File: config.mk
export PLATFORM = sky130hd
export DESIGN_NAME = lfrc_core
export DESIGN_NICKNAME = d
export VERILOG_FILES = /design/src/sv/lfrc_pkg.sv /design/src/sv/lfrc_core.sv
export SDC_FILE = /design/constraint.sdc
export NUM_CORES = 1
export LEC_CHECK = 0
export BUFFER_PORTS_ARGS = -buffer_cell sky130_fd_sc_hd__buf_4
export CELL_PAD_IN_SITES_DETAIL_PLACEMENT = 0
export CELL_PAD_IN_SITES_GLOBAL_PLACEMENT = 2
export CORE_UTILIZATION = 34
export DETAILED_ROUTE_END_ITERATION = 7
export PLACE_DENSITY = 0.93
export SLEW_MARGIN = 5
export SYNTH_ARGS = -nofsm -noshare
export SYNTH_HDL_FRONTEND = slang
export SYNTH_SLANG_ARGS = --single-unit
File: constraint.sdc
create_clock -name aclk -period 8.1 [get_ports aclk]
set_input_delay 0.405 -clock aclk [delete_from_list [all_inputs] [get_ports aclk]]
set_output_delay 0.405 -clock aclk [all_outputs]
set_load 0.1 [all_outputs]
File: src/sv/lfrc_pkg.sv
`timescale 1ns / 1ps
// Package for the log frame replay checker: shared types, codes and the CRC-32 byte step.
// No dependencies; every module of the block imports it.
package lfrc_pkg;

    // Result queue depth (needs room for the two words one byte can cause)
    localparam int LFRC_RES_DEPTH = 4;

    localparam logic [31:0] CRC_POLY  = 32'hEDB88320;
    localparam logic [31:0] CRC_INIT  = 32'hFFFFFFFF;
    localparam logic [41:0] MIN_FRAME = 42'd12;

    // Result kinds
    localparam logic [1:0] KIND_PAYLOAD = 2'd0;
    localparam logic [1:0] KIND_GOOD    = 2'd1;
    localparam logic [1:0] KIND_STOP    = 2'd2;

    // Stop reasons
    localparam logic [1:0] STOP_BAD_MAGIC = 2'd0;
    localparam logic [1:0] STOP_PAST_END  = 2'd1;
    localparam logic [1:0] STOP_CRC_BAD   = 2'd2;
    localparam logic [1:0] STOP_EXHAUSTED = 2'd3;

    // Register select on the config port (paddr bit 3)
    localparam logic REG_REGION_SIZE = 1'b0;
    localparam logic REG_FRAME_MAGIC = 1'b1;

    typedef enum logic [2:0] {
        PH_MAGIC,
        PH_LENGTH,
        PH_PAYLOAD,
        PH_CRC,
        PH_STOPPED
    } phase_t;

    typedef struct packed {
        logic [39:0] region_size;
        logic [31:0] frame_magic;
    } cfg_t;

    typedef struct packed {
        logic [1:0]  kind;
        logic [7:0]  payload_byte;
        logic [39:0] frame_seq;
        logic [1:0]  stop_reason;
        logic [39:0] good_frames;
        logic [39:0] resume_offset;
        logic        last;
    } res_t;

    // Reflected CRC-32 update by one byte, unrolled over its eight bits
    function automatic logic [31:0] crc32_byte(input logic [31:0] crc, input logic [7:0] b);
        logic [31:0] c;
        c = crc ^ {24'd0, b};
        for (int i = 0; i < 8; i++) begin
            c = c[0] ? ((c >> 1) ^ CRC_POLY) : (c >> 1);
        end
        return c;
    endfunction

    // Assemble one result word, last flag clear
    function automatic res_t make_res(input logic [1:0] kind, input logic [7:0] pb,
                                      input logic [39:0] seq, input logic [1:0] reason,
                                      input logic [39:0] good, input logic [39:0] resume);
        res_t r;
        r.kind          = kind;
        r.payload_byte  = pb;
        r.frame_seq     = seq;
        r.stop_reason   = reason;
        r.good_frames   = good;
        r.resume_offset = resume;
        r.last          = 1'b0;
        return r;
    endfunction

endpackage

File: src/sv/lfrc_core.sv
`timescale 1ns / 1ps
// Deframer core of the log frame replay checker: input register, frame state and
// single-pass result generation with the CRC-32 check. Depends on lfrc_pkg.
module lfrc_core
    import lfrc_pkg::*;
(
    input  logic       aclk,
    input  logic       aresetn,
    input  cfg_t       cfg,
    input  logic       s_valid,
    output logic       s_ready,
    input  logic [7:0] s_region_byte,
    input  logic       room2,
    output logic [1:0] push_cnt,
    output res_t       res0,
    output res_t       res1
);

    logic        in_valid_reg;
    logic [7:0]  in_byte_reg;

    phase_t      phase_reg, phase_next;
    logic [1:0]  fbi_reg, fbi_next;
    logic [31:0] magic_shift_reg, magic_shift_next;
    logic [31:0] payload_length_reg, payload_length_next;
    logic [31:0] payload_left_reg, payload_left_next;
    logic [31:0] running_crc_reg, running_crc_next;
    logic [31:0] crc_field_reg, crc_field_next;
    logic [40:0] byte_offset_reg, byte_offset_next;
    logic [40:0] frame_start_reg, frame_start_next;
    logic [39:0] good_count_reg, good_count_next;

    logic        fire;
    logic [1:0]  n;
    res_t        r0, r1;

    logic [31:0] magic_sh, len_sh, crc_sh, crc_upd;
    logic [40:0] bo_inc;
    logic [39:0] gc_inc, gc_inc2;
    logic        exhausted_now, exhausted_after, past_region;

    assign fire    = in_valid_reg && room2;
    assign s_ready = !in_valid_reg || fire;

    // Input register
    always_ff @(posedge aclk) begin
        if (!aresetn) begin
            in_valid_reg <= 1'b0;
        end else if (s_ready) begin
            in_valid_reg <= s_valid;
        end
    end

    always_ff @(posedge aclk) begin
        if (s_ready && s_valid) begin
            in_byte_reg <= s_region_byte;
        end
    end

    // Shared datapath terms
    assign magic_sh = {in_byte_reg, magic_shift_reg[31:8]};
    assign len_sh   = {in_byte_reg, payload_length_reg[31:8]};
    assign crc_sh   = {in_byte_reg, crc_field_reg[31:8]};
    assign crc_upd  = crc32_byte(running_crc_reg, in_byte_reg);
    assign bo_inc   = byte_offset_reg + 41'd1;
    assign gc_inc   = good_count_reg + 40'd1;
    assign gc_inc2  = good_count_reg + 40'd2;

    assign exhausted_now   = ({1'b0, frame_start_reg} + MIN_FRAME) > {2'b0, cfg.region_size};
    assign exhausted_after = ({1'b0, bo_inc} + MIN_FRAME) > {2'b0, cfg.region_size};
    assign past_region     = ({1'b0, frame_start_reg} + MIN_FRAME + {10'd0, len_sh})
                             > {2'b0, cfg.region_size};

    // Next state and results for the byte in the input register
    always_comb begin
        phase_next          = phase_reg;
        fbi_next            = fbi_reg;
        magic_shift_next    = magic_shift_reg;
        payload_length_next = payload_length_reg;
        payload_left_next   = payload_left_reg;
        running_crc_next    = running_crc_reg;
        crc_field_next      = crc_field_reg;
        byte_offset_next    = byte_offset_reg;
        frame_start_next    = frame_start_reg;
        good_count_next     = good_count_reg;
        n  = 2'd0;
        r0 = make_res(KIND_STOP, 8'd0, gc_inc, STOP_EXHAUSTED, good_count_reg,
                      frame_start_reg[39:0]);
        r1 = r0;

        case (phase_reg)
            PH_MAGIC: begin
                if (fbi_reg == 2'd0 && exhausted_now) begin
                    n          = 2'd1;
                    phase_next = PH_STOPPED;
                end else begin
                    magic_shift_next = magic_sh;
                    byte_offset_next = bo_inc;
                    fbi_next         = fbi_reg + 2'd1;
                    if (fbi_reg == 2'd3) begin
                        if (magic_sh != cfg.frame_magic) begin
                            n              = 2'd1;
                            r0.stop_reason = STOP_BAD_MAGIC;
                            phase_next     = PH_STOPPED;
                        end else begin
                            phase_next = PH_LENGTH;
                        end
                    end
                end
            end
            PH_LENGTH: begin
                payload_length_next = len_sh;
                byte_offset_next    = bo_inc;
                fbi_next            = fbi_reg + 2'd1;
                if (fbi_reg == 2'd3) begin
                    if (past_region) begin
                        n              = 2'd1;
                        r0.stop_reason = STOP_PAST_END;
                        phase_next     = PH_STOPPED;
                    end else begin
                        payload_left_next = len_sh;
                        running_crc_next  = CRC_INIT;
                        phase_next        = (len_sh != 32'd0) ? PH_PAYLOAD : PH_CRC;
                    end
                end
            end
            PH_PAYLOAD: begin
                running_crc_next  = crc_upd;
                byte_offset_next  = bo_inc;
                n                 = 2'd1;
                r0 = make_res(KIND_PAYLOAD, in_byte_reg, gc_inc, STOP_BAD_MAGIC,
                              good_count_reg, 40'd0);
                payload_left_next = payload_left_reg - 32'd1;
                if (payload_left_reg == 32'd1) begin
                    phase_next = PH_CRC;
                end
            end
            PH_CRC: begin
                crc_field_next   = crc_sh;
                byte_offset_next = bo_inc;
                fbi_next         = fbi_reg + 2'd1;
                if (fbi_reg == 2'd3) begin
                    if (crc_sh != ~running_crc_reg) begin
                        n              = 2'd1;
                        r0.stop_reason = STOP_CRC_BAD;
                        phase_next     = PH_STOPPED;
                    end else begin
                        good_count_next  = gc_inc;
                        frame_start_next = bo_inc;
                        running_crc_next = CRC_INIT;
                        phase_next       = PH_MAGIC;
                        n  = 2'd1;
                        r0 = make_res(KIND_GOOD, 8'd0, gc_inc, STOP_BAD_MAGIC, gc_inc, 40'd0);
                        // Region used up right after a good frame
                        if (exhausted_after) begin
                            n  = 2'd2;
                            r1 = make_res(KIND_STOP, 8'd0, gc_inc2, STOP_EXHAUSTED, gc_inc,
                                          bo_inc[39:0]);
                            phase_next = PH_STOPPED;
                        end
                    end
                end
            end
            default: ;
        endcase

        // Flag the last word of this byte
        if (n == 2'd1) begin
            r0.last = 1'b1;
        end
        if (n == 2'd2) begin
            r1.last = 1'b1;
        end
    end

    assign push_cnt = fire ? n : 2'd0;
    assign res0     = r0;
    assign res1     = r1;

    // Frame state
    always_ff @(posedge aclk) begin
        if (!aresetn) begin
            phase_reg          <= PH_MAGIC;
            fbi_reg            <= '0;
            magic_shift_reg    <= '0;
            payload_length_reg <= '0;
            payload_left_reg   <= '0;
            running_crc_reg    <= CRC_INIT;
            crc_field_reg      <= '0;
            byte_offset_reg    <= '0;
            frame_start_reg    <= '0;
            good_count_reg     <= '0;
        end else if (fire) begin
            phase_reg          <= phase_next;
            fbi_reg            <= fbi_next;
            magic_shift_reg    <= magic_shift_next;
            payload_length_reg <= payload_length_next;
            payload_left_reg   <= payload_left_next;
            running_crc_reg    <= running_crc_next;
            crc_field_reg      <= crc_field_next;
            byte_offset_reg    <= byte_offset_next;
            frame_start_reg    <= frame_start_next;
            good_count_reg     <= good_count_next;
        end
    end

    a_stop_sticks: assert property (@(posedge aclk) disable iff (!aresetn)
        phase_reg == PH_STOPPED |=> phase_reg == PH_STOPPED)
        else $error("left stopped state without reset");

    a_pair_is_good_then_stop: assert property (@(posedge aclk) disable iff (!aresetn)
        push_cnt == 2'd2 |-> res0.kind == KIND_GOOD && res1.kind == KIND_STOP && res1.last)
        else $error("two words from one byte must be good verdict then stop");

    a_single_is_last: assert property (@(posedge aclk) disable iff (!aresetn)
        push_cnt == 2'd1 |-> res0.last)
        else $error("single word not flagged last");

    a_stop_no_offset_move: assert property (@(posedge aclk) disable iff (!aresetn)
        phase_reg == PH_STOPPED |=> $stable(byte_offset_reg) && $stable(good_count_reg))
        else $error("state moved after stop");

endmodule

==> qor.yml <==
grt_max_degree: 98
tns_ns: 0
path_max_fanout: 12
fmax_ghz: 0.127
cts_made_buffers: 36
status: "complete, no violations"
slowest_stage: "or4_4"
synth_top_family_by_area: "simple AND/OR/NAND/NOR gates"
place_hpwl_um: 70100
die_area_um2: 71400
hp-class: "in -> reg"
netlist_instances: 3194
totalWireLength_um: 93900
yosysSeqAreaShare_pct: 23.1
ioPinCount: 353
port_buffers: 340
synth-edff-count: 8
power_density_nw_per_um2: 117
startpoint_type: "flip-flop"
topRoutingLayerUsed: "met4"
internal_power_uw: 2570
power_switching_uw: 881
grt_pass1_vias: 22200
antenna_found_initial: 0
p_sw_share_pct: 25.5
clockBufferDepth: 3
synth-xor-area-share_pct: 16.9
drive_gt1_share_pct: 17.7
gp_congestion: 0.960
path_clk_slew_ns: 0.06
synthMuxAreaShare_pct: 1.77
crit_buf_inv: 2
worstPathArrival_ns: 7.48
m1WireLength_um: 40600
p_total_uw: 3450
slew_viol_final: 0
worst_setup_path_end_kind: "output port"
max_slew_margin_pct: 25.1
yosysTopAreaCellShare_pct: 22.1
grt_pass1_wl_um: 138000
path_class: "reg -> out"
first_pass_iters: 5
clock_sinks: 272
required_ns: 7.70
synth_warnings: 0
crit_top_cell: "or4_4"
cts_tree: "done"
p_comb_share_pct: 8.9
synth.avg_cell_area_um2: 7.49
wl_met3_um: 5740
cap_violations: 0
finalSetupViolations: 0
rows: 96
synth_top_cell_by_area: "dfxtp_1"
peakVddDrop_uv: 109
cpLargestDelayFamily: "simple AND/OR/NAND/NOR gates"
root_buffer: "clkbuf_16"
cp_cell_sequence: "ha_2, nand3_4, or4_4, or3_4, a2111oi_4, nor4b_4, nand3_1, or4_4, or4_4, nor4_4, xnor2_1, ha_1, nand4_1, nor3_2, nand2_1, nor3_4, o2bb2ai_1, a31oi_4, a211oi_4, buf_4, a211o_2, a21oi_1, a211o_1, buf_4"
final_antenna_net_count: 0
drt-wirelength-per-cell_um: 21.4
p_clk_share_pct: 51.9
area_growth_pct: 22.9
insertion_delay_ns: 0.57
synth_fa_ha_area_share_pct: 8.51
synth_seq_cells: 272
synth-simple-area-share_pct: 25.2
start_util_pct: 34.6
drtIter0Drc: 2070
via_per_inst: 5.48
power_frac_seq_pct: 39.2
synth_compound_area_share_pct: 19.1
hold_viol: 0
final_nets: 3673
synth_area_um2: 23900
yosysMostFrequentCell: "nand2_1"
core_area_um2: 69100
grt_remaining_overflow: 0
worstMarginPinSlew_ns: 1.12
vias: 24000
synth_commonest_cells: "365 x nand2_1, 309 x xnor2_1, 282 x nor2_1, 264 x dfxtp_1, 203 x a21oi_1"
h-tree-depth: 2
finClkSkew_ns: 0.0346
cp_slowest_stage_delay_ns: 0.59
gr-usage-all-layers_pct: 25.2
die_y_um: 267
post-route-min-period_ns: 7.89
dieWidth_um: 267
synth_cell_types: 87
ys.flop_type: "dfxtp_1"
route.detailed.drc: 0
synth_async_sr_flop_share_pct: 0
min_period_over_period_pct: 97.4
rsz0062_at_grt: "true"
nFillCells: 7134
power_leakage_uw: 0.0123
wl_met2_um: 44000
synth_area_leaders: "dfxtp_1 22%, xnor2_1 11%, ha_1 8.4%, nand2_1 5.7%, xor2_1 5.6%"
[worst reg2reg max path, delay by kind of cell, from the launching register on]
family / cells / cell delay [ns]
adder cells (fa/ha/maj): 3 / 0.93
AO/OA/AOI/OAI: 10 / 2.37
AND/OR/NAND/NOR: 10 / 2.02
flip-flops: 1 / 0.40
buffers and inverters: 3 / 0.76
XOR/XNOR: 2 / 0.37
[through the flow]
stage          instance area, um2  worst slack (ns)  utilization, %  cells  hold slack [ns]
2_1_floorplan               24200            -0.666               -   3204            0.442
3_3_place_gp                27600             0.374            39.9   4309            0.457
3_5_place_dp                27600             0.210            39.9   4309            0.463
4_1_cts                     29100            0.0510            42.1   4382          0.00473
5_1_grt                     29400           -0.0462            42.5   4386          0.00510
6_report                    29400             0.212            42.5   4387           0.0279
[layout by cell type (no fill, tap or decap), drive strengths merged, types with 15 or more instances in the layout]
cell type and n:
a211o 15, a211oi 60, a21o 50, a21oi 203, and2 39, and3 26
and4 20, buf 413, clkbuf 51, dfxtp 264, ha 161, inv 89
mux2i 40, nand2 365, nand3 80, nand4 80, nor2 282, nor2b 51
nor3 73, nor4 61, o211ai 32, o21a 41, o21ai 178, o311ai 15
or2 20, or3 70, or4 15, xnor2 309, xor2 153
[final cells by class]
cell class	count	area [um2]	area share (%)
multi-input combinational	2613	17700	60.3
antenna	1	2.50	0.00852
timing repair buffer	417	3310	11.3
sequential	272	5540	18.9
inverter	87	332	1.13
clock inverter	17	299	1.02
clock buffer	49	1010	3.44
tap	931	1160	3.96
[layer usage]
layer  up-vias  GRT usage (%)
met4         0           9.29
met1     11300           33.7
met5         -              0
met2       840           41.5
li1      11700              -
met3       168           2.70
[worst paths after layout]
check | startpoint | to | slack (ns) | cells past startpoint
min reg2reg | crc_field_reg[10] | crc_field_reg[10] | 0.47 | 2
max reg2reg | frame_start_reg[3] | payload_left_reg[26] | 1.18 | 28
max | byte_offset_reg[1] | res1[113] | 0.21 | 24
min | s_region_byte[3] | in_byte_reg[3] | 0.03 | 1
[power by group through the flow]
stage          Sequential (uW)  Combinational, uW  Clock (uW)
2_1_floorplan             1380                202           0
3_3_place_gp              1380                304           0
3_5_place_dp              1380                304           0
4_1_cts                   1350                307        1830
5_1_grt                   1350                332        1890
6_report                  1350                308        1790
[repair_timing]
item	in CTS	in global routing
hold buffers	2	0
pin swaps	5	6
setup endpoints to repair	120	124
gates cloned	2	2
endpoints found under the hold margin	2	0
setup buffers	3	2
resized for setup	22	54
[kinds of logic after synthesis]
family,Yosys count
compound gates,715
buf+inv,320
flops,272
fa+ha+maj,162
mux,42
xor+xnor,462
other cells,2
simple gates,1219
(Power assumes the default switching activity.)
